<file path="config.mk">
export PLATFORM = sky130hd
export DESIGN_NAME = trend_segmenter_top
export DESIGN_NICKNAME = d
export VERILOG_FILES = /design/src/hdl/tseg_pkg.sv /design/src/hdl/trend_segmenter_top.sv
export SDC_FILE = /design/constraint.sdc
export NUM_CORES = 2
export LEC_CHECK = 0
export BUFFER_PORTS_ARGS = -buffer_cell sky130_fd_sc_hd__buf_2
export CAP_MARGIN = 20
export CORE_MARGIN = 10
export CORE_UTILIZATION = 50
export DETAILED_ROUTE_END_ITERATION = 12
export PLACE_DENSITY = 0.78
export SYNTH_ARGS = -nofsm -noshare
export SYNTH_HDL_FRONTEND = slang
export SYNTH_SLANG_ARGS = --single-unit
</file>
<file path="constraint.sdc">
create_clock -name clk_i -period 13.3 [get_ports clk_i]
set_input_delay 1.995 -clock clk_i [delete_from_list [all_inputs] [get_ports clk_i]]
set_output_delay 1.995 -clock clk_i [all_outputs]
set_load 0.01 [all_outputs]
</file>
<file path="src/hdl/tseg_pkg.sv">
// Package for the trend segmenter: segment kind codes, register indexes
// and the sizing of the result queue. No dependencies.
`timescale 1ns / 1ps

package tseg_pkg;

  typedef enum logic [1:0] {
    KindStable  = 2'd0,
    KindAscend  = 2'd1,
    KindDescend = 2'd2
  } kind_e;

  localparam int CfgIdxW = 2;
  localparam logic [CfgIdxW-1:0] CfgMaxDev    = 2'd0;
  localparam logic [CfgIdxW-1:0] CfgStartTime = 2'd1;
  localparam logic [CfgIdxW-1:0] CfgInterval  = 2'd2;

  localparam int CfgDataW  = 64;
  localparam int TimeW     = 64;
  localparam int IntervalW = 32;
  localparam int DevW      = 16;

  localparam logic [DevW-1:0]      MaxDevReset   = 16'd4;
  localparam logic [IntervalW-1:0] IntervalReset = 32'd1000;

  // Result queue: an item may push two words, so room for two is required.
  localparam int FifoDepth = 4;
  localparam int PtrW      = $clog2(FifoDepth);
  localparam int CntW      = $clog2(FifoDepth + 1);

endpackage

</file>
<file path="src/hdl/trend_segmenter_top.sv">
// Trend segmenter top level: classifier, segment state and result queue.
// Depends on tseg_pkg.
`timescale 1ns / 1ps

// Usage
//   Input channel: one raw sample word per handshake (in_valid_i/in_ready_o),
//   with is_last_i marking the final sample of a window. Output channel: one
//   segment word per handshake (out_valid_o/out_ready_i).
//   Configuration is written through cfg_we_i/cfg_idx_i/cfg_wdata_i while the
//   block is idle; index 0 is the stability limit, 1 the window start time,
//   2 the sample interval. Other indexes are ignored.
//   Each sample is classified and the segment state updated in the cycle it
//   is accepted; the zero, one or two segment words it closes enter a
//   four-word result queue, which presents them on the output in order.
//   Throughput is one sample per cycle while the receiver keeps up and samples
//   produce at most one word on average; the queue depth and the single output
//   port set this. A sample is accepted only while the queue has room for two
//   words. When the receiver stalls, the queue fills and in_ready_o drops; no
//   word is lost. Reset empties the queue, closes any open window and restores
//   the register defaults (limit 4, start time 0, interval 1000).
module trend_segmenter_top #(
  parameter int SAMPLE_BITS = 16
) (
  input  logic                              clk_i,
  input  logic                              rst_ni,
  input  logic                              cfg_we_i,
  input  logic [tseg_pkg::CfgIdxW-1:0]      cfg_idx_i,
  input  logic [tseg_pkg::CfgDataW-1:0]     cfg_wdata_i,
  input  logic                              in_valid_i,
  output logic                              in_ready_o,
  input  logic [SAMPLE_BITS-1:0]            raw_sample_i,
  input  logic                              is_last_i,
  output logic                              out_valid_o,
  input  logic                              out_ready_i,
  output logic [1:0]                        segment_kind_o,
  output logic [SAMPLE_BITS-1:0]            start_raw_o,
  output logic [SAMPLE_BITS-1:0]            end_raw_o,
  output logic [tseg_pkg::TimeW-1:0]        start_time_o,
  output logic [tseg_pkg::TimeW-1:0]        end_time_o,
  output logic                              last_of_run_o
);

  localparam int S    = SAMPLE_BITS;
  localparam int CmpW = ((S + 1 > tseg_pkg::DevW) ? S + 1 : tseg_pkg::DevW) + 1;

  typedef struct packed {
    tseg_pkg::kind_e                 kind;
    logic [S-1:0]                    start_raw;
    logic [S-1:0]                    end_raw;
    logic [tseg_pkg::TimeW-1:0]      start_time;
    logic [tseg_pkg::TimeW-1:0]      end_time;
    logic                            last;
  } seg_t;

  // Configuration registers.
  logic [tseg_pkg::DevW-1:0]      max_dev_q;
  logic [tseg_pkg::TimeW-1:0]     win_start_q;
  logic [tseg_pkg::IntervalW-1:0] interval_q;

  always_ff @(posedge clk_i or negedge rst_ni) begin
    if (!rst_ni) begin
      max_dev_q   <= tseg_pkg::MaxDevReset;
      win_start_q <= '0;
      interval_q  <= tseg_pkg::IntervalReset;
    end else if (cfg_we_i) begin
      case (cfg_idx_i)
        tseg_pkg::CfgMaxDev:    max_dev_q   <= cfg_wdata_i[tseg_pkg::DevW-1:0];
        tseg_pkg::CfgStartTime: win_start_q <= cfg_wdata_i;
        tseg_pkg::CfgInterval:  interval_q  <= cfg_wdata_i[tseg_pkg::IntervalW-1:0];
        default: ;
      endcase
    end
  end

  // Open segment state.
  logic                       in_window_q;
  tseg_pkg::kind_e            seg_kind_q;
  logic [S-1:0]               seg_start_raw_q;
  logic [tseg_pkg::TimeW-1:0] seg_start_time_q;
  logic [tseg_pkg::TimeW-1:0] cur_time_q;

  // Result queue.
  seg_t                           fifo_q [tseg_pkg::FifoDepth];
  logic [tseg_pkg::PtrW-1:0]      wr_ptr_q, rd_ptr_q;
  logic [tseg_pkg::CntW-1:0]      cnt_q;

  logic in_acc, out_pop;
  assign in_ready_o  = (cnt_q <= tseg_pkg::CntW'(tseg_pkg::FifoDepth - 2));
  assign in_acc      = in_valid_i && in_ready_o;
  assign out_valid_o = (cnt_q != '0);
  assign out_pop     = out_valid_o && out_ready_i;

  // A window opens with a stable segment at the configured start time.
  tseg_pkg::kind_e            base_kind;
  logic [S-1:0]               base_raw;
  logic [tseg_pkg::TimeW-1:0] base_time, cur_time;
  logic signed [S:0]          dev;
  logic [S:0]                 mag;
  tseg_pkg::kind_e            cls;
  logic                       changed, emit_closed;
  seg_t                       closed_seg, final_seg;

  always_comb begin
    if (in_window_q) begin
      base_kind = seg_kind_q;
      base_raw  = seg_start_raw_q;
      base_time = seg_start_time_q;
      cur_time  = cur_time_q + {{(tseg_pkg::TimeW - tseg_pkg::IntervalW){1'b0}}, interval_q};
    end else begin
      base_kind = tseg_pkg::KindStable;
      base_raw  = raw_sample_i;
      base_time = win_start_q;
      cur_time  = win_start_q;
    end

    dev = $signed({1'b0, raw_sample_i}) - $signed({1'b0, base_raw});
    mag = dev[S] ? $unsigned(-dev) : $unsigned(dev);

    // A deviation equal to the limit already counts as a trend.
    if ({{(CmpW - S - 1){1'b0}}, mag} < {{(CmpW - tseg_pkg::DevW){1'b0}}, max_dev_q}) begin
      cls = tseg_pkg::KindStable;
    end else if (!dev[S]) begin
      cls = tseg_pkg::KindAscend;
    end else begin
      cls = tseg_pkg::KindDescend;
    end

    changed     = (cls != base_kind);
    emit_closed = changed && (cur_time != base_time);

    closed_seg.kind       = base_kind;
    closed_seg.start_raw  = base_raw;
    closed_seg.end_raw    = raw_sample_i;
    closed_seg.start_time = base_time;
    closed_seg.end_time   = cur_time;
    closed_seg.last       = 1'b0;

    final_seg.kind       = cls;
    final_seg.start_raw  = changed ? raw_sample_i : base_raw;
    final_seg.end_raw    = raw_sample_i;
    final_seg.start_time = changed ? cur_time : base_time;
    final_seg.end_time   = cur_time;
    final_seg.last       = 1'b1;
  end

  logic [1:0]                push_n;
  logic [tseg_pkg::CntW-1:0] cnt_d;
  assign push_n = in_acc ? ({1'b0, emit_closed} + {1'b0, is_last_i}) : 2'd0;
  assign cnt_d  = cnt_q + tseg_pkg::CntW'(push_n) - tseg_pkg::CntW'(out_pop);

  always_ff @(posedge clk_i or negedge rst_ni) begin
    if (!rst_ni) begin
      in_window_q      <= 1'b0;
      seg_kind_q       <= tseg_pkg::KindStable;
      seg_start_raw_q  <= '0;
      seg_start_time_q <= '0;
      cur_time_q       <= '0;
      wr_ptr_q         <= '0;
      rd_ptr_q         <= '0;
      cnt_q            <= '0;
    end else begin
      if (in_acc) begin
        in_window_q      <= !is_last_i;
        seg_kind_q       <= cls;
        seg_start_raw_q  <= final_seg.start_raw;
        seg_start_time_q <= final_seg.start_time;
        cur_time_q       <= cur_time;
        wr_ptr_q         <= wr_ptr_q + tseg_pkg::PtrW'(push_n);
      end
      if (out_pop) begin
        rd_ptr_q <= rd_ptr_q + tseg_pkg::PtrW'(1);
      end
      cnt_q <= cnt_d;
    end
  end

  // Queue storage: the closed word goes first, the final word after it.
  always_ff @(posedge clk_i) begin
    if (in_acc && emit_closed) begin
      fifo_q[wr_ptr_q] <= closed_seg;
    end
    if (in_acc && is_last_i) begin
      fifo_q[wr_ptr_q + tseg_pkg::PtrW'(emit_closed)] <= final_seg;
    end
  end

  seg_t head;
  assign head           = fifo_q[rd_ptr_q];
  assign segment_kind_o = head.kind;
  assign start_raw_o    = head.start_raw;
  assign end_raw_o      = head.end_raw;
  assign start_time_o   = head.start_time;
  assign end_time_o     = head.end_time;
  assign last_of_run_o  = head.last;

  // The queue never holds more words than it has entries.
  assert property (@(posedge clk_i) disable iff (!rst_ni)
    cnt_q <= tseg_pkg::CntW'(tseg_pkg::FifoDepth))
    else $error("result queue overflow");

  // A last sample always leaves a word behind and closes the window.
  assert property (@(posedge clk_i) disable iff (!rst_ni)
    in_acc && is_last_i && !out_pop |=> cnt_q > $past(cnt_q) && !in_window_q)
    else $error("last sample did not produce a final segment");

  // A non-last sample keeps the window open.
  assert property (@(posedge clk_i) disable iff (!rst_ni)
    in_acc && !is_last_i |=> in_window_q)
    else $error("window closed without a last sample");

  // Count and pointers stay consistent.
  assert property (@(posedge clk_i) disable iff (!rst_ni)
    (cnt_q == '0 || cnt_q == tseg_pkg::CntW'(tseg_pkg::FifoDepth)) || (wr_ptr_q != rd_ptr_q))
    else $error("queue pointers disagree with fill count");

endmodule
</file>
==> results.md <==
* Outcome: finished, final reports clean
* Via count at 35455
* Setup bufs post-CTS at 0
* Pin count of the biggest net entering global routing at 149
* CP max-delay cell: o31a_2
* Io pins at 253
* RSZ-0062 raised after global routing: false
* Synth-to-layout area growth at 11.0%
* Crit path max fanout at 35
* Setup Skew at 0.0498 ns
* TritonRoute pass-1 iters at 6
* Die W at 328 um
* Post-synth EDFFs at 648
* Post-synthesis sequential area ratio at 55.3%
* Syn. warnings at 0
* Synth cell types at 91
* Setup crit end kind: flop
* Syn nets at 4210
* Placed Area at 49400 um^2
* DP HPWL at 102000 um
* Leak at 19.1 nW
* Most frequent cells in the layout: 648 x edfxtp_1, 476 x nand2_1, 408 x nor2_1
* Worst Path Required at 13.67 ns
* # rows at 112
* Post-Syn Instances at 4049
* Hold WC Path Type: flop to flop
* Final hold vios at 0
* Asr flop ratio synth at 29.0%
* Area share of the largest cell type after synthesis at 41.1%
* Reg2Reg Depth at 32
* Commonest non-fill, non-tap cell in the layout: edfxtp_1
* Relative slew slack at 19.3%
* # hold bufs at CTS at 0
* Initial Util at 50.6%
* Crit path launch type: primary input
* Antenna viol nets, final at 0
* Die height at 328 um
* Slew @ Worst Pin at 1.21 ns
* Layout Nets at 4316
* Routed wire length at 150000 um
* CTS H-tree lvls at 3
* Crit share post-route at 80.7%
* Num Clock Sinks at 918
* TritonCTS clock tree: done
* Minimum clock period at 10.74 ns
* Final setup fails at 0
* GR Overflow Total at 0
* GRT Total Usage at 27.2%
* Initial antenna violation count at 17
* Wire per inst at 27.3 um
* Max Cap Viol at 0
* Syn_area_per_cell at 11.7 um^2
* Vias/cell at 6.45
* Total CTS buffers at 95
* Die area at 107000 um^2
* Max Freq at 0.0931 GHz
* Placer Congestion at 1.01
* Top FF cell, synth: edfxtp_1
* Worst path max stage delay at 0.97 ns
* FF+latch count, synth at 918
* Max-slew violation count at 0
* CTS clk-pin slew, worst paths at 0.06 ns
* DR iter-0 viols at 4211
* Largest area contributor in the netlist: edfxtp_1
* Post-cts resize count at 0
* Share of layout cells above drive strength 1 at 18.7%
* Hold Path Sink: fifo_q[0][0]$_SDFFE_PP1N_
* R2r setup slk at 2.96 ns
* PortBufs at 252
* Max VDD drop at 0.313 mV
* Residual DRC at 0
* Hold path start: fifo_q[0][0]$_SDFFE_PP1N_
* Core area at 93600 um^2
* Largest cells by area after synthesis: edfxtp_1 41%, dfrtp_1 14%, mux4_2 7.7%
* Clock root buffer: clkbuf_16
* Hold Path Depth at 2
* Reg2reg start: in_window_q$_DFFE_PN0P_
* Vias in the first global route at 34683
* Clk buf depth at 3
* WP data arrival at 11.10 ns
* Post-route design area at 52600 um^2
* Worst r2r dst: fifo_q[3][93]$_DFFE_PP_
* Pwr Density at 291 nW/um^2
* Final setup TNS at 0 ns
* Crit Path Category: primary input to flop
* First-pass GRT wire length at 225000 um
* Skew-Pair Late Insertion Delay at 0.70 ns
* Synth Cell Area at 47400 um^2
-- flip-flops by register name (all words and copies together), names as in the netlist --
name              cells
cnt_q                 3
cur_time_q           64
seg_start_raw_q      16
in_window_q           1
interval_q           32
fifo_q              652
seg_start_time_q     64
seg_kind_q            2
max_dev_q            16
wr_ptr_q              2
rd_ptr_q              2
win_start_q          64
-- stage by stage --
stage / std cells / hold WS (ns) / setup slack, ns / util (%) / power (W)
after detailed placement: 5311 / 0.441 / 2.32 / 52.8 / 0.0126
after global placement: 5308 / 0.430 / 2.57 / 52.8 / 0.0124
after global routing: 5493 / 0.472 / 2.06 / 56.2 / 0.0161
final: 5494 / 0.455 / 2.56 / 56.2 / 0.0153
after floorplan: 4049 / 0.419 / 0.150 / - / 0.00995
after CTS: 5491 / 0.449 / 2.97 / 56.2 / 0.0153
-- kinds of logic after synthesis --
family                   Yosys count  share of synthesized area (%)
XOR/XNOR                         100                           1.88
buffers and inverters            369                           3.45
multiplexers                     379                           12.7
flip-flops                       918                           55.3
AO/OA/AOI/OAI                    892                           11.9
adder cells (fa/ha/maj)           73                           1.98
AND/OR/NAND/NOR                 1318                           12.8
-- cell type report --
class | count | area [um^2]
Antenna cell | 2 | 5.00
Clock buffer | 135 | 2660
Clock inverter | 45 | 482
Fill cell | 7691 | 41000
Inverter | 70 | 285
Multi-Input combinational cell | 2762 | 19600
Sequential cell | 918 | 26200
Tap cell | 1254 | 1570
Timing Repair Buffer | 308 | 1770
-- metal layers --
layer  vias up  GRT usage, %  part of all wire, %  wire [um]
li1      15490             -                    -          -
met1     17863          36.0                   40      59500
met5         -             0                 0.12        173
met2      1768          44.3                   48      71900
met4        26          9.12                  3.5       5210
met3       308          5.89                  8.8      13200
-- cell usage after synthesis (8+ instances only) --
master	instances
nor3_1	43
and4_1	12
inv_1	67
nand3b_1	15
buf_6	13
a21oi_1	179
o2111ai_1	9
mux2_2	131
buf_2	53
o21ai_1	49
nand3_1	37
o31ai_1	64
buf_4	23
buf_1	48
clkbuf_1	162
o32ai_1	15
xor2_1	41
mux4_2	163
a21o_1	14
nand2_1	477
nand4_1	50
o31a_1	8
a22o_1	17
a211oi_1	19
nor2b_1	94
dfrtp_1	259
mux2i_1	85
or2_2	9
edfxtp_1	648
or3_1	45
ha_1	70
a21boi_0	10
nor4_1	26
and2_1	32
o22ai_1	202
o211ai_1	23
and3_1	10
o21ai_0	176
or4_1	19
xnor2_1	58
o21a_1	21
nor2_1	408
nand2b_1	21
-- how the worst max path moves through the flow --
stage                             from                  endpoint  slack [ns]  cells after the start
2_1_floorplan  in_window_q$_DFFE_PN0P_  fifo_q[3][100]$_DFFE_PP_        0.15                     41
3_3_place_gp           raw_sample_i[7]  fifo_q[1][157]$_DFFE_PP_        2.57                     30
3_5_place_dp           raw_sample_i[7]   fifo_q[3][92]$_DFFE_PP_        2.32                     30
4_1_cts                raw_sample_i[7]   fifo_q[3][93]$_DFFE_PP_        2.97                     30
5_1_grt                raw_sample_i[7]   fifo_q[3][93]$_DFFE_PP_        2.06                     29
6_report               raw_sample_i[7]   fifo_q[3][93]$_DFFE_PP_        2.56                     30
-- critical path: cells and delay by family --
kind | cells | cell delay [ns]
AO/OA/AOI/OAI | 14 | 3.73
buffers and inverters | 2 | 0.67
AND/OR/NAND/NOR | 8 | 2.84
adder cells (fa/ha/maj) | 3 | 0.92
multiplexers | 1 | 0.34
XOR/XNOR | 2 | 0.58
-- power by group --
group,switching (W),total (W),internal (W)
sequential,0.000560,0.00477,0.00421
clock,0.00116,0.00268,0.00152
combinational,0.00515,0.00786,0.00271
total,0.00686,0.0153,0.00845
Power figures use the tool's default switching activity.
